[src/rtl/core/bhfa_pkg.sv]
package bhfa_pkg;

    // Configuration register indexes and port width
    localparam int CFG_INDEX_W = 4;
    localparam logic [CFG_INDEX_W-1:0] REG_CONDUCTIVITY = 4'd0;
    localparam logic [CFG_INDEX_W-1:0] REG_HORIZON      = 4'd1;

    // Reset values of the registers (1.0 in Q16.16)
    localparam logic [31:0] RESET_CONDUCTIVITY = 32'd65536;
    localparam logic [31:0] RESET_HORIZON      = 32'd65536;

    // pi in Q2.30, heat factor, full damage
    localparam logic [31:0] PI_Q30      = 32'd3373259426;
    localparam logic [34:0] HEAT_FACTOR = 35'd6;
    localparam logic [16:0] DAMAGE_ONE  = 17'd65536;
    localparam int          MICRO_SHIFT = 94;

    localparam logic [63:0] SIGN64 = 64'h8000_0000_0000_0000;
    localparam logic [63:0] POS64  = 64'h7FFF_FFFF_FFFF_FFFF;

    typedef struct packed {
        logic signed [31:0] self_x;
        logic signed [31:0] self_y;
        logic signed [31:0] self_z;
        logic signed [31:0] nbr_x;
        logic signed [31:0] nbr_y;
        logic signed [31:0] nbr_z;
        logic signed [31:0] self_temp_change;
        logic signed [31:0] nbr_temp_change;
        logic        [31:0] nbr_volume;
        logic        [16:0] bond_damage;
        logic               last_bond;
    } bond_in_t;

    typedef struct packed {
        logic signed [63:0] heat_flow_sum;
        logic               zero_length_seen;
        logic               saturated;
    } result_t;

    // Classified bond handed from front to back
    typedef struct packed {
        logic [32:0] len;
        logic [32:0] adt;
        logic        neg;
        logic [16:0] weight;
        logic [31:0] volume;
        logic        last;
    } bond_job_t;

endpackage

[src/rtl/core/bhfa_queue.sv]
module bhfa_queue
    import bhfa_pkg::*;
#(
    parameter int DEPTH = 2
)
(
    input  logic      clk,
    input  logic      rst_n,
    input  logic      in_valid,
    output logic      in_ready,
    input  bond_job_t in_data,
    output logic      out_valid,
    input  logic      out_ready,
    output bond_job_t out_data
);

    localparam int PTR_W = (DEPTH > 1) ? $clog2(DEPTH) : 1;
    localparam int CNT_W = $clog2(DEPTH + 1);
    localparam logic [PTR_W-1:0] LAST_PTR = PTR_W'(DEPTH - 1);
    localparam logic [CNT_W-1:0] FULL_CNT = CNT_W'(DEPTH);

    bond_job_t        mem [DEPTH];
    logic [PTR_W-1:0] wr_ptr_reg, rd_ptr_reg;
    logic [CNT_W-1:0] count_reg;
    logic             do_wr, do_rd;

    assign in_ready  = (count_reg != FULL_CNT);
    assign out_valid = (count_reg != '0);
    assign do_wr     = in_valid && in_ready;
    assign do_rd     = out_valid && out_ready;
    assign out_data  = mem[rd_ptr_reg];

    // Store the word
    always_ff @(posedge clk)
    begin
        if (do_wr)
        begin
            mem[wr_ptr_reg] <= in_data;
        end
    end

    // Advance pointers and count
    always_ff @(posedge clk or negedge rst_n)
    begin
        if (!rst_n)
        begin
            wr_ptr_reg <= '0;
            rd_ptr_reg <= '0;
            count_reg  <= '0;
        end
        else
        begin
            if (do_wr)
            begin
                wr_ptr_reg <= (wr_ptr_reg == LAST_PTR) ? '0 : wr_ptr_reg + PTR_W'(1);
            end
            if (do_rd)
            begin
                rd_ptr_reg <= (rd_ptr_reg == LAST_PTR) ? '0 : rd_ptr_reg + PTR_W'(1);
            end
            if (do_wr && !do_rd)
            begin
                count_reg <= count_reg + CNT_W'(1);
            end
            else if (do_rd && !do_wr)
            begin
                count_reg <= count_reg - CNT_W'(1);
            end
        end
    end

endmodule

[config.mk]
export PLATFORM = sky130hd
export DESIGN_NAME = bhfa_queue
export DESIGN_NICKNAME = d
export VERILOG_FILES = /design/src/rtl/core/bhfa_pkg.sv /design/src/rtl/core/bhfa_queue.sv
export SDC_FILE = /design/constraint.sdc
export NUM_CORES = 1
export LEC_CHECK = 0
export ABC_AREA = 0
export ABC_CLOCK_PERIOD_IN_PS = 9900
export BUFFER_PORTS_ARGS = -buffer_cell sky130_fd_sc_hd__buf_2
export CORE_MARGIN = 5
export CORE_UTILIZATION = 45
export DETAILED_ROUTE_END_ITERATION = 10
export GPL_TIMING_DRIVEN = 0
export HOLD_SLACK_MARGIN = 0.15
export PLACE_DENSITY = 0.7
export SLEW_MARGIN = 20
export SYNTH_ARGS = -nofsm -noshare
export SYNTH_HDL_FRONTEND = slang
export SYNTH_SLANG_ARGS = --single-unit
[constraint.sdc]
create_clock -name clk -period 9.9 [get_ports clk]
set_input_delay 0.495 -clock clk [delete_from_list [all_inputs] [get_ports clk]]
set_output_delay 0.495 -clock clk [all_outputs]
set_load 0.05 [all_outputs]
==> parameters.txt <==
Parameter                              Value

Outcome
  Status ... complete, no violations

Worst setup path
  Max stage delay on crit path ... 370 ps
  Buffers and inverters on the worst path ... 3
  Chain of cells forming the critical path ... buf_6 -> buf_2 -> mux2_2 -> buf_2
  Worst Setup Start Kind ... flip-flop
  Most frequent cell on the critical path ... buf_2
  Worst path required time ... 9410 ps
  Worst flop-to-flop path endpoint ... mem[0][54]
  Cell type group with the largest total delay on the critical path ... buffers and inverters
  Depth of the worst register-to-register path ... 5
  Largest fanout on the critical path ... 10
  Number of stages on the worst setup path ... 4
  Critical-path cell with the highest stage delay ... mux2_2
  Worst Setup End Kind ... primary output
  CP endpoint ... out_data[23]
  Worst reg2reg setup slack ... 7890 ps
  Worst flop-to-flop path startpoint ... count_reg[0]
  Critical path startpoint ... rd_ptr_reg
  Data arrival, critical path ... 1930 ps
  Path type of the worst setup path ... flip-flop to primary output

Yosys
  Yosys reg bits ... 238
  Part of the Yosys area used for sequential elements ... 0.819
  Post-synthesis cell count ... 382
  Combinational family with the most area after synthesis ... multiplexers
  Mean Syn Cell Area ... 22.8 µm²
  Count of distinct cell types in the synthesized netlist ... 15
  Synth warnings ... 0
  Compound-gate portion of the synthesized area ... 0
  XOR/XNOR Fraction of Synth Area ... 0.00503
  Post-synthesis cell area ... 0.00870 mm²
  Adder and majority cell fraction of the synthesized area ... 0.00144
  Multiplexer share of the synthesized area ... 0.160
  Simple-gate area share of the yosys netlist ... 0.00388
  Number of nets in the synthesized netlist ... 504

Power
  Total power ... 0.00396 W
  Leakage ... 4.24 nW
  Power per standard cell area ... 355 mW/mm²
  Maximum vdd drop ... 0.227 mV

Timing
  RSZ-0062 raised after global routing ... no
  Fraction of the cycle the final worst path needs ... 0.245
  Time the final worst path needs with I/O delays and setup ... 2430 ps
  Achievable frequency ... 0.412 GHz
  Worst slew margin relative to its limit ... 0.629
  Count of final max-slew check failures ... 0
  Worst Tran Pin Value ... 555 ps
  Setup violators final ... 0
  Worst Hold Slack ... 191 ps
  Final Hold Vio Count ... 0
  Total negative slack for setup checks ... 0 ps
  Worst clock skew on the final layout ... 7.22 ps

Detailed routing
  ANT nets after route ... 0
  Number of detailed-route iterations in the first pass ... 5
  Aggregate routed wire length ... 16400 µm
  Iteration-0 DRC Markers ... 148
  Via-to-Cell Ratio ... 4.76
  Drt wl/cell ... 17.6 µm
  Total number of vias ... 4456
  Remaining DRCs ... 0

Cells and area
  Share of post-route cells with drive strength above 1 ... 0.608
  Final net count ... 777
  Area occupied by registers ... 0.00713 mm²
  Max reg flops ... 234
  Final Core Density ... 0.590
  Number of fill cells in the layout ... 1434
  Area taken by multi-input logic gates ... 0.00150 mm²
  Area overhead of the layout relative to synthesis ... 28.1%

Placement
  Port buffer count ... 239
  RD Place Congestion ... 0.720
  Detailed placement HPWL ... 11700 µm

GRT
  Global-route wire length before repair ... 25100 µm
  Congestion Overflow GR ... 0
  Met3 usage ... 0.0535
  Initial antenna violation count ... 4
  Grt peak-use layer ... met2
  Via count of the first global-routing pass ... 4878
  Met1 usage in global routing ... 0.162
  Maximum number of pins on one net before global-route repair ... 55
  GRT met2 Usage ... 0.248
  Total GRT Usage ... 0.141

Clock network
  CTS tree ... done
  H-tree levels ... 1
  Post-CTS Setup Repair Bufs ... 0
  Deepest clock path buffer count ... 3
  Count of cells resized by post-cts repair ... 0
  Insertion delay to the later sink of the worst-skew pair ... 490 ps
  Number of buffers inserted by hold repair at cts ... 1
  Cts bufs inserted ... 25
  Clock root cell ... clkbuf_16
  Clock transition at the register clock pins on the worst setup and hold paths after CTS ... 60 ps
  Clock Sinks ... 238

Floorplanning
  Die area ... 0.0222 mm²
  Core box area ... 0.0189 mm²
  I/O pin count ... 240
  Chip width ... 149 µm
  FP Rows ... 50
  Vert. Die Dim ... 149 µm
  Starting Density ... 0.461

Run
  Number of max-cap violations ... 0

Min path
  Type of the tightest min-delay check ... primary input to flip-flop
  Worst min-delay path startpoint ... in_data[33]
-- synthesized netlist by cell type --
cell type,count,area share
buf_2,9,0.0052
nor2_1,2,0.00086
edfxtp_1,234,0.81
xor2_1,2,0.0020
dfrtp_1,4,0.012
nand2b_1,1,0.00072
ha_1,1,0.0014
or2_2,1,0.00072
inv_1,1,0.00043
nand2_1,2,0.00086
mux2_2,97,0.13
xnor2_1,3,0.0030
and3_1,1,0.00072
buf_6,4,0.0052
mux2_4,20,0.035
-- report_power, final --
group          switching (W)  leakage [nW]  total [W]  internal (W)
Clock               0.000338         0.365   0.000850      0.000511
Sequential         0.0000494          2.22    0.00142       0.00138
Combinational        0.00120          1.66    0.00169      0.000487
-- layer usage --
| layer | vias to the layer above | share of wire | wire length (µm) |
|---|---|---|---|
| li1 | 2069 | - | - |
| met1 | 2164 | 0.37 | 6100 |
| met2 | 183 | 0.51 | 8330 |
| met3 | 34 | 0.10 | 1650 |
| met4 | 6 | 0.019 | 316 |
| met5 | - | 0.0025 | 41 |
-- worst reg2reg max path, cell delays in order (launching register included) --
cell and delay (ps):
dfrtp_1 400, nand2b_1 180, nand2_1 150, nor2_4 470
buf_12 270, buf_12 230
-- worst min path at each step --
stage	to	cells after the start	slack [ps]
after global routing	mem[1][100]	1	160
after CTS	mem[0][14]	1	160
final	mem[1][33]	1	190
after global placement	wr_ptr_reg	1	300
after floorplan	count_reg[0]	0	200
after detailed placement	rd_ptr_reg	1	310
-- area by class of cell --
cell class,count,share of cell area
Antenna cell,3,0.000673
Buffer,13,0.00808
Clock buffer,29,0.0574
Clock inverter,16,0.0110
Inverter,1,0.000337
Multi-Input combinational cell,130,0.134
Sequential cell,238,0.639
Tap cell,260,0.0292
Timing Repair Buffer,246,0.120
-- through the flow --
step | instances | setup WS, ps | area [µm²]
6_report | 936 | 7470 | 11200
5_1_grt | 934 | 7350 | 11100
4_1_cts | 933 | 7390 | 11100
3_5_place_dp | 887 | 7880 | 10400
3_3_place_gp | 881 | 1480 | 10200
2_1_floorplan | 382 | 3370 | 8700
-- cells in the final DEF (no fill, tap or decap) --
| cell | instances |
|---|---|
| and3_4 | 1 |
| dlygate4sd3_1 | 1 |
| buf_6 | 4 |
| nand2b_1 | 1 |
| buf_2 | 248 |
| clkbuf_16 | 25 |
| nand2_1 | 2 |
| buf_12 | 4 |
| dfrtp_1 | 4 |
| ha_1 | 1 |
| mux2_2 | 97 |
| nor2_4 | 1 |
| clkinv_1 | 10 |
| nor2_1 | 1 |
| xnor2_1 | 3 |
| bufinv_16 | 2 |
| diode_2 | 3 |
| clkinvlp_4 | 2 |
| mux2_4 | 20 |
| clkinv_2 | 2 |
| or2_2 | 1 |
| edfxtp_1 | 234 |
| clkbuf_1 | 4 |
| inv_1 | 1 |
| xor2_1 | 2 |
| buf_16 | 2 |
-- cell families after synthesis --
group / after synthesis
XOR/XNOR: 5
buffers and inverters: 14
multiplexers: 117
flip-flops: 238
adder cells (fa/ha/maj): 1
AND/OR/NAND/NOR: 7
(Power assumes the default switching activity.)
