[src/rtl/core/bhfa_pkg.sv]
package bhfa_pkg;

    // Configuration register indexes and port width
    localparam int CFG_INDEX_W = 4;
    localparam logic [CFG_INDEX_W-1:0] REG_CONDUCTIVITY = 4'd0;
    localparam logic [CFG_INDEX_W-1:0] REG_HORIZON      = 4'd1;

    // Reset values of the registers (1.0 in Q16.16)
    localparam logic [31:0] RESET_CONDUCTIVITY = 32'd65536;
    localparam logic [31:0] RESET_HORIZON      = 32'd65536;

    // pi in Q2.30, heat factor, full damage
    localparam logic [31:0] PI_Q30      = 32'd3373259426;
    localparam logic [34:0] HEAT_FACTOR = 35'd6;
    localparam logic [16:0] DAMAGE_ONE  = 17'd65536;
    localparam int          MICRO_SHIFT = 94;

    localparam logic [63:0] SIGN64 = 64'h8000_0000_0000_0000;
    localparam logic [63:0] POS64  = 64'h7FFF_FFFF_FFFF_FFFF;

    typedef struct packed {
        logic signed [31:0] self_x;
        logic signed [31:0] self_y;
        logic signed [31:0] self_z;
        logic signed [31:0] nbr_x;
        logic signed [31:0] nbr_y;
        logic signed [31:0] nbr_z;
        logic signed [31:0] self_temp_change;
        logic signed [31:0] nbr_temp_change;
        logic        [31:0] nbr_volume;
        logic        [16:0] bond_damage;
        logic               last_bond;
    } bond_in_t;

    typedef struct packed {
        logic signed [63:0] heat_flow_sum;
        logic               zero_length_seen;
        logic               saturated;
    } result_t;

    // Classified bond handed from front to back
    typedef struct packed {
        logic [32:0] len;
        logic [32:0] adt;
        logic        neg;
        logic [16:0] weight;
        logic [31:0] volume;
        logic        last;
    } bond_job_t;

endpackage

[src/rtl/core/bhfa_back.sv]
module bhfa_back
    import bhfa_pkg::*;
(
    input  logic        clk,
    input  logic        rst_n,
    input  logic        job_valid,
    output logic        job_ready,
    input  bond_job_t   job,
    input  logic [63:0] micro_scale,
    input  logic        micro_busy,
    output logic        empty,
    input  logic        pop,
    output result_t     result
);

    typedef enum logic [1:0] {B_IDLE, B_MUL, B_DIV, B_ACC} b_state_t;

    b_state_t     state_reg;
    logic [145:0] a_reg, p_reg;
    logic [32:0]  b_reg;
    logic [7:0]   cnt_reg;
    logic [1:0]   phase_reg;
    logic [32:0]  rem_reg;
    logic [63:0]  q_reg;
    logic         ovf_reg;
    logic [32:0]  len_reg, adt_reg;
    logic [31:0]  volume_reg;
    logic         neg_reg, last_reg, skip_reg;
    logic [63:0]  sum_reg;
    logic         zl_reg, sat_reg;
    result_t      out_reg;
    logic         out_valid_reg;

    logic         take;
    logic [145:0] p_next;
    logic [33:0]  rem2, rem_sub;
    logic         ge;
    logic [63:0]  q_next;
    logic         ovf_next;
    logic [63:0]  max_mag, mag, term, raw_sum, sat_sum;
    logic         clamp, add_ovf;
    logic [63:0]  new_sum;
    logic         new_zl, new_sat, out_free;

    assign job_ready = (state_reg == B_IDLE) && !micro_busy;
    assign take      = job_valid && job_ready;

    // Shift-add step for M*w*|dT|*volume
    assign p_next = {p_reg[144:0], 1'b0} + (b_reg[32] ? a_reg : 146'd0);

    // Restoring divide step by the bond length
    assign rem2     = {rem_reg, p_reg[145]};
    assign ge       = rem2 >= {1'b0, len_reg};
    assign rem_sub  = rem2 - {1'b0, len_reg};
    assign q_next   = {q_reg[62:0], ge};
    assign ovf_next = ovf_reg | q_reg[63];

    // Clamp the term and add with saturation
    assign max_mag = neg_reg ? SIGN64 : POS64;
    assign clamp   = ovf_reg || (q_reg > max_mag);
    assign mag     = clamp ? max_mag : q_reg;
    assign term    = neg_reg ? (64'd0 - mag) : mag;
    assign raw_sum = sum_reg + term;
    assign add_ovf = ((~(sum_reg ^ term)) & (sum_reg ^ raw_sum) & SIGN64) != 64'd0;
    assign sat_sum = add_ovf ? (sum_reg[63] ? SIGN64 : POS64) : raw_sum;
    assign new_sum = skip_reg ? sum_reg : sat_sum;
    assign new_zl  = zl_reg | skip_reg;
    assign new_sat = skip_reg ? sat_reg : (sat_reg | clamp | add_ovf);
    assign out_free = !out_valid_reg || pop;

    always_ff @(posedge clk or negedge rst_n)
    begin
        if (!rst_n)
        begin
            state_reg     <= B_IDLE;
            sum_reg       <= '0;
            zl_reg        <= 1'b0;
            sat_reg       <= 1'b0;
            out_valid_reg <= 1'b0;
            cnt_reg       <= '0;
            phase_reg     <= '0;
        end
        else
        begin
            // Drop the result once taken
            if (pop && out_valid_reg)
            begin
                out_valid_reg <= 1'b0;
            end
            unique case (state_reg)
                B_IDLE:
                begin
                    if (take)
                    begin
                        if (job.len == 33'd0)
                        begin
                            state_reg <= B_ACC;
                        end
                        else
                        begin
                            cnt_reg   <= 8'd17;
                            phase_reg <= 2'd0;
                            state_reg <= B_MUL;
                        end
                    end
                end
                B_MUL:
                begin
                    cnt_reg <= cnt_reg - 8'd1;
                    if (cnt_reg == 8'd1)
                    begin
                        phase_reg <= phase_reg + 2'd1;
                        if (phase_reg == 2'd0)
                        begin
                            cnt_reg <= 8'd33;
                        end
                        else if (phase_reg == 2'd1)
                        begin
                            cnt_reg <= 8'd32;
                        end
                        else
                        begin
                            cnt_reg   <= 8'd114;
                            state_reg <= B_DIV;
                        end
                    end
                end
                B_DIV:
                begin
                    cnt_reg <= cnt_reg - 8'd1;
                    if (cnt_reg == 8'd1)
                    begin
                        state_reg <= B_ACC;
                    end
                end
                B_ACC:
                begin
                    if (!last_reg)
                    begin
                        sum_reg   <= new_sum;
                        zl_reg    <= new_zl;
                        sat_reg   <= new_sat;
                        state_reg <= B_IDLE;
                    end
                    else if (out_free)
                    begin
                        out_valid_reg <= 1'b1;
                        sum_reg       <= '0;
                        zl_reg        <= 1'b0;
                        sat_reg       <= 1'b0;
                        state_reg     <= B_IDLE;
                    end
                end
                default:
                begin
                    state_reg <= B_IDLE;
                end
            endcase
        end
    end

    // Datapath registers
    always_ff @(posedge clk)
    begin
        if (take)
        begin
            len_reg    <= job.len;
            adt_reg    <= job.adt;
            volume_reg <= job.volume;
            neg_reg    <= job.neg;
            last_reg   <= job.last;
            skip_reg   <= (job.len == 33'd0);
            a_reg      <= {82'd0, micro_scale};
            p_reg      <= '0;
            b_reg      <= {job.weight, 16'd0};
        end
        else if (state_reg == B_MUL)
        begin
            p_reg <= p_next;
            b_reg <= {b_reg[31:0], 1'b0};
            if (cnt_reg == 8'd1)
            begin
                rem_reg <= '0;
                q_reg   <= '0;
                ovf_reg <= 1'b0;
                if (phase_reg != 2'd2)
                begin
                    a_reg <= p_next;
                    p_reg <= '0;
                    b_reg <= (phase_reg == 2'd0) ? adt_reg : {volume_reg, 1'b0};
                end
            end
        end
        else if (state_reg == B_DIV)
        begin
            p_reg   <= {p_reg[144:0], 1'b0};
            rem_reg <= ge ? rem_sub[32:0] : rem2[32:0];
            q_reg   <= q_next;
            ovf_reg <= ovf_next;
        end
        else if (state_reg == B_ACC && last_reg && out_free)
        begin
            out_reg.heat_flow_sum    <= new_sum;
            out_reg.zero_length_seen <= new_zl;
            out_reg.saturated        <= new_sat;
        end
    end

    assign empty  = !out_valid_reg;
    assign result = out_reg;

endmodule

[config.mk]
export PLATFORM = sky130hd
export DESIGN_NAME = bhfa_back
export DESIGN_NICKNAME = d
export VERILOG_FILES = /design/src/rtl/core/bhfa_pkg.sv /design/src/rtl/core/bhfa_back.sv
export SDC_FILE = /design/constraint.sdc
export NUM_CORES = 2
export LEC_CHECK = 0
export BUFFER_PORTS_ARGS = -buffer_cell sky130_fd_sc_hd__buf_2
export CORE_MARGIN = 3
export CORE_UTILIZATION = 35
export DETAILED_ROUTE_END_ITERATION = 10
export GPL_TIMING_DRIVEN = 0
export PLACE_DENSITY_LB_ADDON = 0.1
export SLEW_MARGIN = 20
export SYNTH_ARGS = -nofsm -noshare
export SYNTH_HDL_FRONTEND = slang
export SYNTH_SLANG_ARGS = --single-unit
export TNS_END_PERCENT = 5
[constraint.sdc]
create_clock -name clk -period 28.2 [get_ports clk]
set_clock_uncertainty 0.15 [all_clocks]
set_input_delay 1.41 -clock clk [delete_from_list [all_inputs] [get_ports clk]]
set_output_delay 1.41 -clock clk [all_outputs]
set_load 0.02 [all_outputs]
==> flow_metrics.tcl <==
set metrics [dict create \
    outcome "completed" \
    start_kind "register" \
    cts_repair_resize_count 0 \
    drc 0 \
    power_per_cell_area_nw_per_um2 43.49 \
    worst-endpoint-arrival_ns 13.53 \
    coreArea_um2 126200 \
    synth_area_leaders "edfxtp_1 (23%), dfxtp_1 (11%), ha_1 (8.8%), a21oi_1 (5.7%), nand2_1 (4.5%)" \
    groute.layer.met1.usage_pct 32.82 \
    fp-row-count 130 \
    kind_of_critical_path "register to register" \
    flops_latches_synth 669 \
    global_route.peak_usage_layer "met2" \
    average_routed_wire_per_standard_cell_um 22.51 \
    number_of_maximum_capacitance_constraint_violations 0 \
    fp.dieH_um 363.5 \
    synth_async_sr_flop_share_pct 11.81 \
    post-synth-top-area-cell "edfxtp_1" \
    layout.nets 6004 \
    rsz_0062_raised_after_global_routing "no" \
    cts_setup_buffers 0 \
    post-route-period-util_pct 46.92 \
    floorplan.initialDensity_pct 35.44 \
    clock_sinks 669 \
    synth.lib_cells_used.distinct 97 \
    boundaryPins 254 \
    synth_top_area_share_pct 23.22 \
    post_synthesis_instance_total 5140 \
    drv_slew 0 \
    ctsRootBufferMaster "clkbuf_16" \
    finalWirelength_mm 162.7 \
    layout-area-overhead-vs-synth_pct 15.24 \
    postLayoutCoreUtil_pct 40.85 \
    nFillCells 12860 \
    cts_buffer_depth 3 \
    post-route-min-period_ns 13.23 \
    grt_pass1_wl_mm 245.8 \
    drive_above_1_share_pct 8.812 \
    post_synth_top_flop "edfxtp_1" \
    place.detailed.hpwl_mm 124.6 \
    dr_total_vias 40610 \
    cp_slowest_stage_delay_ns 0.84 \
    drt.antenna.violating_nets 0 \
    synth_enable_flop_cells 346 \
    initial_antenna_violation_count 7 \
    p_sw_mw 0.4788 \
    cts.htree.levels 3 \
    postSynthNetCount 5644 \
    fmaxAchievable_mhz 75.59 \
    global_route.usage.met2_pct 39.85 \
    worst_skew_pair.late_latency_ns 0.69 \
    place.gp.congestion 0.9309 \
    timing_hold_violations_final 0 \
    power.ir.vdd_worst_uv 45.51 \
    setup.worst_path.end_class "register" \
    dieWidth_um 363.5 \
    cellLeakagePower_nw 22.27 \
    largest_net_degree_at_the_start_of_global_routing 59 \
    cell_area_after_technology_mapping_um2 44740 \
    routed_via_density 5.620 \
    sw_frac_of_total_pct 21.35 \
    worst_slew_margin_rel_pct 21.72 \
    cts_hold_buf 0 \
    first_iter_violations 3256 \
    required_time_of_the_critical_path_ns 28.50 \
    track_usage_pct 24.03 \
    slew_worst_pin_ns 1.174 \
    crit_slowest_cell "clkbuf_1" \
    cts-buffers-inserted 85 \
    share_comb_of_total_power_pct 0.9 \
    synth-seq-area-share_pct 38.56 \
    totalNegativeSetupSlack_ns 0 \
    power.sequential.fraction_pct 45.4 \
    via_count_of_the_first_global_routing_pass 39480 \
    synth_commonest_cells "nand2_1 (538), a21oi_1 (509), nor2_1 (419), o21ai_0 (389), edfxtp_1 (346)" \
    worst-path-max-fanout 20 \
    numPortBuffers 253 \
    grt-ovfl-total 0 \
    clkPwrFrac_pct 53.8 \
    fp.dieArea_um2 132100 \
    finalSetupViolations 0 \
    drtPass1Iterations 6 \
    yosysMostFrequentCell "nand2_1" \
    hold_path.class "register to register" \
    grt.met3_usage_pct 2.761 \
    ys.warnings.count 0 \
    syn_avg_cell_area_um2 8.704 \
    intPower_mw 1.763 \
    clk_pin_slew_worst_paths_ns 0.06 \
    cts_tree "yes" \
]
-- worst max-delay path: cells and delay by family, from the launching register on --
family,cells,cell delay (ns)
flops,1,0.51
compound gates,15,4.19
fa+ha+maj,3,0.83
buf+inv,11,4.50
simple gates,11,2.78
-- power by group through the flow --
stage	Clock, mW	Combinational, mW	Sequential (mW)
5_1_grt	1.27	0.0213	1.02
6_report	1.21	0.0191	1.02
2_1_floorplan	0	0.000417	1.04
4_1_cts	1.24	0.0195	1.02
3_3_place_gp	0	0.0185	1.04
3_5_place_dp	0	0.0194	1.04
-- through the flow --
stage	instances	power, mW	worst slack, ns	hold WS, ns	instance area [um^2]
2_1_floorplan	5140	1.039	18.89	0.2667	44740
3_3_place_gp	7043	1.057	13.96	0.2790	48070
3_5_place_dp	7063	1.057	15.08	0.2863	48470
4_1_cts	7222	2.273	15.00	0.2999	51550
5_1_grt	7224	2.311	14.34	0.3290	51550
6_report	7226	2.242	14.97	0.2979	51560
-- layout make-up --
| type | instances | area (um^2) | area share [%] |
|---|---|---|---|
| inverters | 165 | 621.8 | 1.206 |
| flip-flops and latches | 669 | 17250 | 33.46 |
| multi-input cells | 4004 | 25730 | 49.90 |
| diodes | 4 | 10.01 | 0.01942 |
| well taps | 1650 | 2064 | 4.004 |
| repair buffers | 273 | 1633 | 3.167 |
| plain buffers | 302 | 1171 | 2.272 |
| clock inverters | 52 | 673.1 | 1.306 |
| clock buffers | 107 | 2402 | 4.660 |
-- metal layers --
metal	up-vias	wire length (um)
li1	19590	-
met2	1139	75390
met1	19640	74310
met4	0	4994
met5	-	0
met3	234	7966
-- layout by cell type, fill, tap and decap left out, types with 92 or more instances in the layout --
cell type  Yosys  layout
nor3_1       132     129
dfxtp_1      244     244
inv_1        161     160
o21ai_0      389     389
edfxtp_1     346     346
xnor2_1      147     147
a22o_1        98      98
nor2_1       419     418
buf_2         19     271
and2_1       162     162
ha_1         315     315
a21oi_1      509     508
a21o_1       199     199
clkbuf_16      0      92
nand2_1      538     538
clkbuf_1     266     274
-- final timing paths --
kind                                         start                 endpoint  slack [ns]  cells past startpoint
max                              neg_reg$_DFFE_PP_     result[62]$_DFFE_PP_       14.97                     40
min                        a_reg[136]$_SDFFE_PP0P_  a_reg[136]$_SDFFE_PP0P_        0.30                      2
max reg2reg                      neg_reg$_DFFE_PP_     result[62]$_DFFE_PP_       14.97                     40
min reg2reg                a_reg[136]$_SDFFE_PP0P_  a_reg[136]$_SDFFE_PP0P_        0.30                      2
max in group asynchronous                    rst_n  sum_reg[55]$_DFFE_PN0P_       26.80                      2
min in group asynchronous                    rst_n   sum_reg[7]$_DFFE_PN0P_        0.45                      1
-- cell families (layout without fill, tap and decap cells) --
| logic type | count (synthesis) | after routing | synth area share [%] |
|---|---|---|---|
| buf+inv | 467 | 899 | 3.991 |
| fa+ha+maj | 318 | 318 | 8.944 |
| compound gates | 1707 | 1707 | 24.44 |
| xor+xnor | 234 | 234 | 4.581 |
| mux | 87 | 87 | 1.961 |
| simple gates | 1658 | 1658 | 17.52 |
| flops | 669 | 669 | 38.56 |
| other cells | 0 | 4 | 0 |
Power figures use the tool's default switching activity.
