==> src/rtl/core/bhfa_pkg.sv <==
package bhfa_pkg;

    // Configuration register indexes and port width
    localparam int CFG_INDEX_W = 4;
    localparam logic [CFG_INDEX_W-1:0] REG_CONDUCTIVITY = 4'd0;
    localparam logic [CFG_INDEX_W-1:0] REG_HORIZON      = 4'd1;

    // Reset values of the registers (1.0 in Q16.16)
    localparam logic [31:0] RESET_CONDUCTIVITY = 32'd65536;
    localparam logic [31:0] RESET_HORIZON      = 32'd65536;

    // pi in Q2.30, heat factor, full damage
    localparam logic [31:0] PI_Q30      = 32'd3373259426;
    localparam logic [34:0] HEAT_FACTOR = 35'd6;
    localparam logic [16:0] DAMAGE_ONE  = 17'd65536;
    localparam int          MICRO_SHIFT = 94;

    localparam logic [63:0] SIGN64 = 64'h8000_0000_0000_0000;
    localparam logic [63:0] POS64  = 64'h7FFF_FFFF_FFFF_FFFF;

    typedef struct packed {
        logic signed [31:0] self_x;
        logic signed [31:0] self_y;
        logic signed [31:0] self_z;
        logic signed [31:0] nbr_x;
        logic signed [31:0] nbr_y;
        logic signed [31:0] nbr_z;
        logic signed [31:0] self_temp_change;
        logic signed [31:0] nbr_temp_change;
        logic        [31:0] nbr_volume;
        logic        [16:0] bond_damage;
        logic               last_bond;
    } bond_in_t;

    typedef struct packed {
        logic signed [63:0] heat_flow_sum;
        logic               zero_length_seen;
        logic               saturated;
    } result_t;

    // Classified bond handed from front to back
    typedef struct packed {
        logic [32:0] len;
        logic [32:0] adt;
        logic        neg;
        logic [16:0] weight;
        logic [31:0] volume;
        logic        last;
    } bond_job_t;

endpackage

==> src/rtl/core/bhfa_front.sv <==
module bhfa_front
    import bhfa_pkg::*;
(
    input  logic      clk,
    input  logic      rst_n,
    input  logic      push,
    output logic      full,
    input  bond_in_t  bond,
    output logic      job_valid,
    input  logic      job_ready,
    output bond_job_t job
);

    typedef enum logic [1:0] {F_IDLE, F_SQ, F_ROOT, F_PUSH} f_state_t;

    f_state_t    state_reg;
    logic [32:0] mag_reg [3];
    logic [1:0]  sel_reg;
    logic [65:0] sum_reg;
    logic [34:0] rem_reg;
    logic [32:0] root_reg;
    logic [5:0]  cnt_reg;
    logic [32:0] adt_reg;
    logic        neg_reg;
    logic [16:0] weight_reg;
    logic [31:0] volume_reg;
    logic        last_reg;

    logic               accept;
    logic signed [32:0] dx, dy, dz, dt;
    logic [32:0]        mx, my, mz, mt;
    logic [65:0]        sq;
    logic [36:0]        rem2, trial, rem_sub;
    logic               ge;
    logic [16:0]        weight;

    assign accept = push && !full;

    // Differences and magnitudes of the bond vector and temperature
    assign dx = {bond.nbr_x[31], bond.nbr_x} - {bond.self_x[31], bond.self_x};
    assign dy = {bond.nbr_y[31], bond.nbr_y} - {bond.self_y[31], bond.self_y};
    assign dz = {bond.nbr_z[31], bond.nbr_z} - {bond.self_z[31], bond.self_z};
    assign dt = {bond.nbr_temp_change[31], bond.nbr_temp_change}
              - {bond.self_temp_change[31], bond.self_temp_change};
    assign mx = dx[32] ? 33'(-dx) : 33'(dx);
    assign my = dy[32] ? 33'(-dy) : 33'(dy);
    assign mz = dz[32] ? 33'(-dz) : 33'(dz);
    assign mt = dt[32] ? 33'(-dt) : 33'(dt);

    // Clamp damage to one
    assign weight = (bond.bond_damage > DAMAGE_ONE) ? 17'd0 : DAMAGE_ONE - bond.bond_damage;

    // One square per cycle
    assign sq = {33'd0, mag_reg[sel_reg]} * {33'd0, mag_reg[sel_reg]};

    // Digit-by-digit square root step, two bits of the sum per cycle
    assign rem2    = {rem_reg, sum_reg[65:64]};
    assign trial   = {2'b00, root_reg, 2'b01};
    assign ge      = rem2 >= trial;
    assign rem_sub = rem2 - trial;

    always_ff @(posedge clk or negedge rst_n)
    begin
        if (!rst_n)
        begin
            state_reg <= F_IDLE;
            sel_reg   <= 2'd0;
            cnt_reg   <= 6'd0;
        end
        else
        begin
            unique case (state_reg)
                F_IDLE:
                begin
                    if (accept)
                    begin
                        sel_reg   <= 2'd0;
                        state_reg <= F_SQ;
                    end
                end
                F_SQ:
                begin
                    sel_reg <= sel_reg + 2'd1;
                    if (sel_reg == 2'd2)
                    begin
                        cnt_reg   <= 6'd33;
                        state_reg <= F_ROOT;
                    end
                end
                F_ROOT:
                begin
                    cnt_reg <= cnt_reg - 6'd1;
                    if (cnt_reg == 6'd1)
                    begin
                        state_reg <= F_PUSH;
                    end
                end
                F_PUSH:
                begin
                    if (job_ready)
                    begin
                        state_reg <= F_IDLE;
                    end
                end
                default:
                begin
                    state_reg <= F_IDLE;
                end
            endcase
        end
    end

    // Datapath: capture the word, then square, sum and root
    always_ff @(posedge clk)
    begin
        if (accept)
        begin
            mag_reg[0] <= mx;
            mag_reg[1] <= my;
            mag_reg[2] <= mz;
            adt_reg    <= mt;
            neg_reg    <= dt[32];
            weight_reg <= weight;
            volume_reg <= bond.nbr_volume;
            last_reg   <= bond.last_bond;
            sum_reg    <= '0;
            rem_reg    <= '0;
            root_reg   <= '0;
        end
        else if (state_reg == F_SQ)
        begin
            sum_reg <= sum_reg + sq;
        end
        else if (state_reg == F_ROOT)
        begin
            sum_reg  <= {sum_reg[63:0], 2'b00};
            rem_reg  <= ge ? rem_sub[34:0] : rem2[34:0];
            root_reg <= {root_reg[31:0], ge};
        end
    end

    assign full       = (state_reg != F_IDLE);
    assign job_valid  = (state_reg == F_PUSH);
    assign job.len    = root_reg;
    assign job.adt    = adt_reg;
    assign job.neg    = neg_reg;
    assign job.weight = weight_reg;
    assign job.volume = volume_reg;
    assign job.last   = last_reg;

endmodule

==> config.mk <==
export PLATFORM = sky130hd
export DESIGN_NAME = bhfa_front
export DESIGN_NICKNAME = d
export VERILOG_FILES = /design/src/rtl/core/bhfa_pkg.sv /design/src/rtl/core/bhfa_front.sv
export SDC_FILE = /design/constraint.sdc
export NUM_CORES = 2
export LEC_CHECK = 0
export ABC_AREA = 1
export BUFFER_PORTS_ARGS = -buffer_cell sky130_fd_sc_hd__buf_4
export CAP_MARGIN = 20
export CELL_PAD_IN_SITES_DETAIL_PLACEMENT = 1
export CELL_PAD_IN_SITES_GLOBAL_PLACEMENT = 1
export CORE_ASPECT_RATIO = 0.9
export CORE_MARGIN = 2
export CORE_UTILIZATION = 45
export DETAILED_ROUTE_END_ITERATION = 16
export GPL_TIMING_DRIVEN = 1
export PLACE_DENSITY = 0.89
export RECOVER_POWER = 25
export SLEW_MARGIN = 20
export SYNTH_ARGS = -nofsm -noshare
export SYNTH_HDL_FRONTEND = slang
export SYNTH_SLANG_ARGS = --single-unit
==> constraint.sdc <==
create_clock -name clk -period 8.9 [get_ports clk]
set_input_delay 0.445 -clock clk [delete_from_list [all_inputs] [get_ports clk]]
set_output_delay 0.445 -clock clk [all_outputs]
set_load 0.005 [all_outputs]
==> impl_metrics.prom <==
# TYPE chip_impl_metric gauge
chip_impl_metric{name="synth-edff-count",unit=""} 183
chip_impl_metric{name="syn_area",unit="mm²"} 0.0627
chip_impl_metric{name="die_w",unit="µm"} 397
chip_impl_metric{name="post_synth.cell_area_avg",unit="µm²"} 7.16
chip_impl_metric{name="finalSetupViolCount",unit=""} 0
chip_impl_metric{name="final_hold_viol_count",unit=""} 0
chip_impl_metric{name="final_core_util",unit=""} 0.510
chip_impl_metric{name="worst_path_largest_cell_delay",unit="ns"} 0.55
chip_impl_info{name="commonest_register_cell_after_synthesis",value="sky130_fd_sc_hd__edfxtp_1"} 1
chip_impl_info{name="crit_type",value="reg2reg"} 1
chip_impl_metric{name="detailedRoute.firstIterationViolations",unit=""} 3877
chip_impl_metric{name="drive_gt1_frac",unit=""} 0.0888
chip_impl_metric{name="area.growth.synth_to_final",unit="%"} 12.1
chip_impl_metric{name="floorplan.io_pins",unit=""} 429
chip_impl_metric{name="synth-seq-area-share",unit=""} 0.134
chip_impl_metric{name="grt_first_pass_wirelength",unit="µm"} 368000
chip_impl_metric{name="vias_per_cell",unit=""} 5.34
chip_impl_metric{name="gpl.final_weighted_congestion",unit=""} 0.970
chip_impl_metric{name="clock_tree.buffer_depth",unit=""} 3
chip_impl_metric{name="maxSlewViolCount",unit=""} 0
chip_impl_metric{name="yosysWarnings",unit=""} 0
chip_impl_metric{name="cts.reportedPaths.clkPinSlew",unit="ns"} 0.06
chip_impl_metric{name="async_reset_ff_frac",unit=""} 0.0306
chip_impl_metric{name="die_area",unit="mm²"} 0.142
chip_impl_info{name="rsz0062_at_grt",value="false"} 1
chip_impl_metric{name="clock_sink_count",unit=""} 327
chip_impl_metric{name="vias",unit=""} 59088
chip_impl_metric{name="core.rowCount",unit=""} 129
chip_impl_metric{name="clock_skew",unit="ns"} 0.0293
chip_impl_metric{name="portBuffers",unit=""} 428
chip_impl_metric{name="fp.coreArea",unit="mm²"} 0.138
chip_impl_metric{name="critical_path_at",unit="ns"} 9.20
chip_impl_metric{name="required_arrival_time_at_the_worst_endpoint",unit="ns"} 9.39
chip_impl_metric{name="number_of_distinct_standard_cells_referenced_by_the_synthesized_netlist",unit=""} 60
chip_impl_metric{name="max_slew_margin",unit=""} 0.319
chip_impl_metric{name="firstDrtPassIters",unit=""} 7
chip_impl_info{name="critical-path-top-cell-by-count",value="sky130_fd_sc_hd__fa_1"} 1
chip_impl_metric{name="dpl.hpwl",unit="µm"} 197000
chip_impl_metric{name="floorplan.initialDensity",unit=""} 0.455
chip_impl_metric{name="largest_register_ffs",unit=""} 99
chip_impl_metric{name="worst_pin_slew",unit="ns"} 1.02
chip_impl_metric{name="maxClockFrequency",unit="MHz"} 115
chip_impl_metric{name="final.period_utilization",unit=""} 0.979
chip_impl_metric{name="cts.htree.levels",unit=""} 2
chip_impl_metric{name="overflow",unit=""} 0
chip_impl_metric{name="cp_max_fo",unit=""} 33
chip_impl_metric{name="postSynthRegisterBits",unit=""} 327
chip_impl_metric{name="clk_latency",unit="ns"} 0.66
chip_impl_metric{name="totalNegativeSetupSlack",unit="ns"} 0
chip_impl_metric{name="max-cap-violations",unit=""} 0
chip_impl_metric{name="wirelength",unit="µm"} 236000
chip_impl_metric{name="antenna_found_initial",unit=""} 4
chip_impl_metric{name="ant_nets",unit=""} 0
chip_impl_info{name="timing.critical_path.to_type",value="register"} 1
chip_impl_metric{name="drc",unit=""} 0
chip_impl_info{name="timing.hold.worst.class",value="in2reg"} 1
chip_impl_info{name="tritoncts",value="done"} 1
chip_impl_metric{name="syn_nets",unit=""} 10421
chip_impl_metric{name="cts_inserted_buffers",unit=""} 46
chip_impl_info{name="status",value="complete, no violations"} 1
chip_impl_metric{name="grt_max_degree",unit=""} 168
chip_impl_metric{name="postSynthCellCount",unit=""} 8752
chip_impl_metric{name="overall_global_routing_resource_usage",unit=""} 0.331
chip_impl_info{name="cpMaxStageDelayCell",value="sky130_fd_sc_hd__fa_1"} 1
chip_impl_metric{name="first_global_vias",unit=""} 66277
chip_impl_info{name="startpoint_type",value="register"} 1
chip_impl_info{name="clock_tree.root_cell",value="sky130_fd_sc_hd__clkbuf_16"} 1
chip_impl_metric{name="nNetsFinal",unit=""} 10859
chip_impl_metric{name="finalCriticalPeriod",unit="ns"} 8.71
chip_impl_metric{name="die_height",unit="µm"} 358
chip_impl_metric{name="drt-wirelength-per-cell",unit="µm"} 21.3
cells by family (layout without fill, tap and decap cells):
logic type	after synthesis	after routing	synth area share
other cells	0	7	0
compound gates	748	748	0.0655
xor+xnor	156	156	0.0220
flops	327	327	0.134
buf+inv	2536	3012	0.153
fa+ha+maj	1359	1359	0.382
simple gates	3626	3626	0.243
final timing paths:
kind	startpoint	slack (ns)	cells past startpoint	endpoint
worst max-delay path	sel_reg[0]$_DFFE_PN0P_	0.19	32	sum_reg[58]$_SDFFE_PP0P_
worst min-delay path	bond[16]	0.11	2	weight_reg[16]$_SDFFCE_PN0P_
worst max register to register	sel_reg[0]$_DFFE_PN0P_	0.19	32	sum_reg[58]$_SDFFE_PP0P_
worst min register to register	sum_reg[8]$_SDFFE_PP0P_	0.46	2	sum_reg[8]$_SDFFE_PP0P_
max in group asynchronous	rst_n	7.80	2	sel_reg[0]$_DFFE_PN0P_
min in group asynchronous	rst_n	0.48	2	cnt_reg[4]$_DFFE_PN0P_
routing by layer:
layer	vias to the layer above	share of wire	GRT usage
li1	26900	-	-
met1	29413	0.39	0.397
met2	2069	0.49	0.579
met3	704	0.063	0.0492
met4	2	0.057	0.167
met5	-	0.000059	0
per-stage QoR:
step / hold slack (ns) / setup WS (ns) / std cells / instance area (µm²)
2_1_floorplan: 0.149 / 1.05 / 8752 / 62700
3_3_place_gp: 0.322 / 0.333 / 10941 / 68300
3_5_place_dp: 0.322 / 0.0599 / 10941 / 68300
6_report: 0.107 / 0.188 / 11069 / 70300
5_1_grt: 0.0958 / 0.0127 / 11065 / 70300
4_1_cts: 0.0787 / 0.0130 / 11061 / 70300
critical path: cells and delay by family (launching register included):
kind | cells | cell delay (ns)
AO/OA/AOI/OAI | 7 | 1.27
adder cells (fa/ha/maj) | 9 | 4.37
buffers and inverters | 9 | 1.28
flip-flops | 1 | 0.42
AND/OR/NAND/NOR | 7 | 1.20
cells in the final DEF, fill, tap and decap left out, types with 11 or more instances in the layout:
cell / n
sky130_fd_sc_hd__nand4_1: 72
sky130_fd_sc_hd__xor2_1: 104
sky130_fd_sc_hd__nor2_2: 49
sky130_fd_sc_hd__nor3_1: 65
sky130_fd_sc_hd__edfxtp_1: 183
sky130_fd_sc_hd__clkbuf_1: 60
sky130_fd_sc_hd__inv_1: 2303
sky130_fd_sc_hd__nand2_2: 50
sky130_fd_sc_hd__xnor2_1: 50
sky130_fd_sc_hd__a31oi_1: 12
sky130_fd_sc_hd__o21bai_1: 29
sky130_fd_sc_hd__dfxtp_1: 134
sky130_fd_sc_hd__nand3b_1: 35
sky130_fd_sc_hd__nand2_1: 1937
sky130_fd_sc_hd__o21ai_2: 16
sky130_fd_sc_hd__o21ai_0: 190
sky130_fd_sc_hd__nor2_1: 944
sky130_fd_sc_hd__ha_1: 430
sky130_fd_sc_hd__bufinv_16: 11
sky130_fd_sc_hd__a21o_1: 16
sky130_fd_sc_hd__buf_4: 369
sky130_fd_sc_hd__clkbuf_4: 96
sky130_fd_sc_hd__and2_1: 17
sky130_fd_sc_hd__fa_1: 927
sky130_fd_sc_hd__nor4_1: 13
sky130_fd_sc_hd__nand3_1: 346
sky130_fd_sc_hd__nand3_2: 23
sky130_fd_sc_hd__dlygate4sd3_1: 34
sky130_fd_sc_hd__o21ai_1: 27
sky130_fd_sc_hd__a21oi_1: 382
sky130_fd_sc_hd__clkinv_1: 15
sky130_fd_sc_hd__inv_2: 36
sky130_fd_sc_hd__o211ai_1: 42
sky130_fd_sc_hd__or2_2: 39
sky130_fd_sc_hd__clkbuf_16: 46
cell usage after synthesis, types with 4 or more instances:
master,n,area share
sky130_fd_sc_hd__inv_1,2311,0.14
sky130_fd_sc_hd__nand2_1,1938,0.12
sky130_fd_sc_hd__nor2_1,947,0.057
sky130_fd_sc_hd__fa_1,927,0.30
sky130_fd_sc_hd__ha_1,432,0.086
sky130_fd_sc_hd__a21oi_1,384,0.031
sky130_fd_sc_hd__nand3_1,347,0.028
sky130_fd_sc_hd__o21ai_0,202,0.016
sky130_fd_sc_hd__edfxtp_1,183,0.088
sky130_fd_sc_hd__dfxtp_1,134,0.043
sky130_fd_sc_hd__clkbuf_1,127,0.0076
sky130_fd_sc_hd__xor2_1,104,0.015
sky130_fd_sc_hd__nand4_1,72,0.0072
sky130_fd_sc_hd__nor3_1,65,0.0052
sky130_fd_sc_hd__xnor2_1,50,0.0070
sky130_fd_sc_hd__nand2_2,49,0.0049
sky130_fd_sc_hd__nor2_2,46,0.0046
sky130_fd_sc_hd__o211ai_1,42,0.0050
sky130_fd_sc_hd__or2_2,39,0.0039
sky130_fd_sc_hd__inv_2,36,0.0022
sky130_fd_sc_hd__nand3b_1,35,0.0042
sky130_fd_sc_hd__o21bai_1,29,0.0035
sky130_fd_sc_hd__nand3_2,22,0.0035
sky130_fd_sc_hd__o21ai_1,20,0.0016
sky130_fd_sc_hd__and2_1,17,0.0017
sky130_fd_sc_hd__buf_1,17,0.0010
sky130_fd_sc_hd__a21o_1,16,0.0019
sky130_fd_sc_hd__clkinv_1,16,0.00096
sky130_fd_sc_hd__buf_2,15,0.0012
sky130_fd_sc_hd__nor4_1,15,0.0015
sky130_fd_sc_hd__a31oi_1,12,0.0012
sky130_fd_sc_hd__o21ai_2,11,0.0015
sky130_fd_sc_hd__dfrtp_1,10,0.0040
sky130_fd_sc_hd__nor2_4,10,0.0018
sky130_fd_sc_hd__o21a_1,10,0.0012
sky130_fd_sc_hd__nor3_2,9,0.0014
sky130_fd_sc_hd__buf_4,8,0.00096
sky130_fd_sc_hd__a21oi_2,7,0.00098
sky130_fd_sc_hd__a21boi_0,4,0.00048
sky130_fd_sc_hd__and3_1,4,0.00040
sky130_fd_sc_hd__buf_6,4,0.00072
sky130_fd_sc_hd__o31ai_1,4,0.00048
timing repair:
item / CTS / global route
hold buffers: 34 / 0
endpoints found under the setup margin: 1 / 30
buffers inserted: 0 / 1
gates resized for setup: 1 / 44
hold endpoints to repair: 43 / 0
cell type report:
| cell class | count | area [µm²] |
|---|---|---|
| diodes | 7 | 17.5 |
| clock buffers | 53 | 1180 |
| clock inverters | 33 | 522 |
| fillers | 17877 | 67600 |
| inverters | 2364 | 8930 |
| multi-input cells | 5889 | 44700 |
| flip-flops and latches | 327 | 8430 |
| well taps | 1834 | 2290 |
| repair buffers | 562 | 4180 |
Power is left out: the tool's default activity adds up to more than one toggle a clock period on the data nets, which glitch-free logic cannot reach.
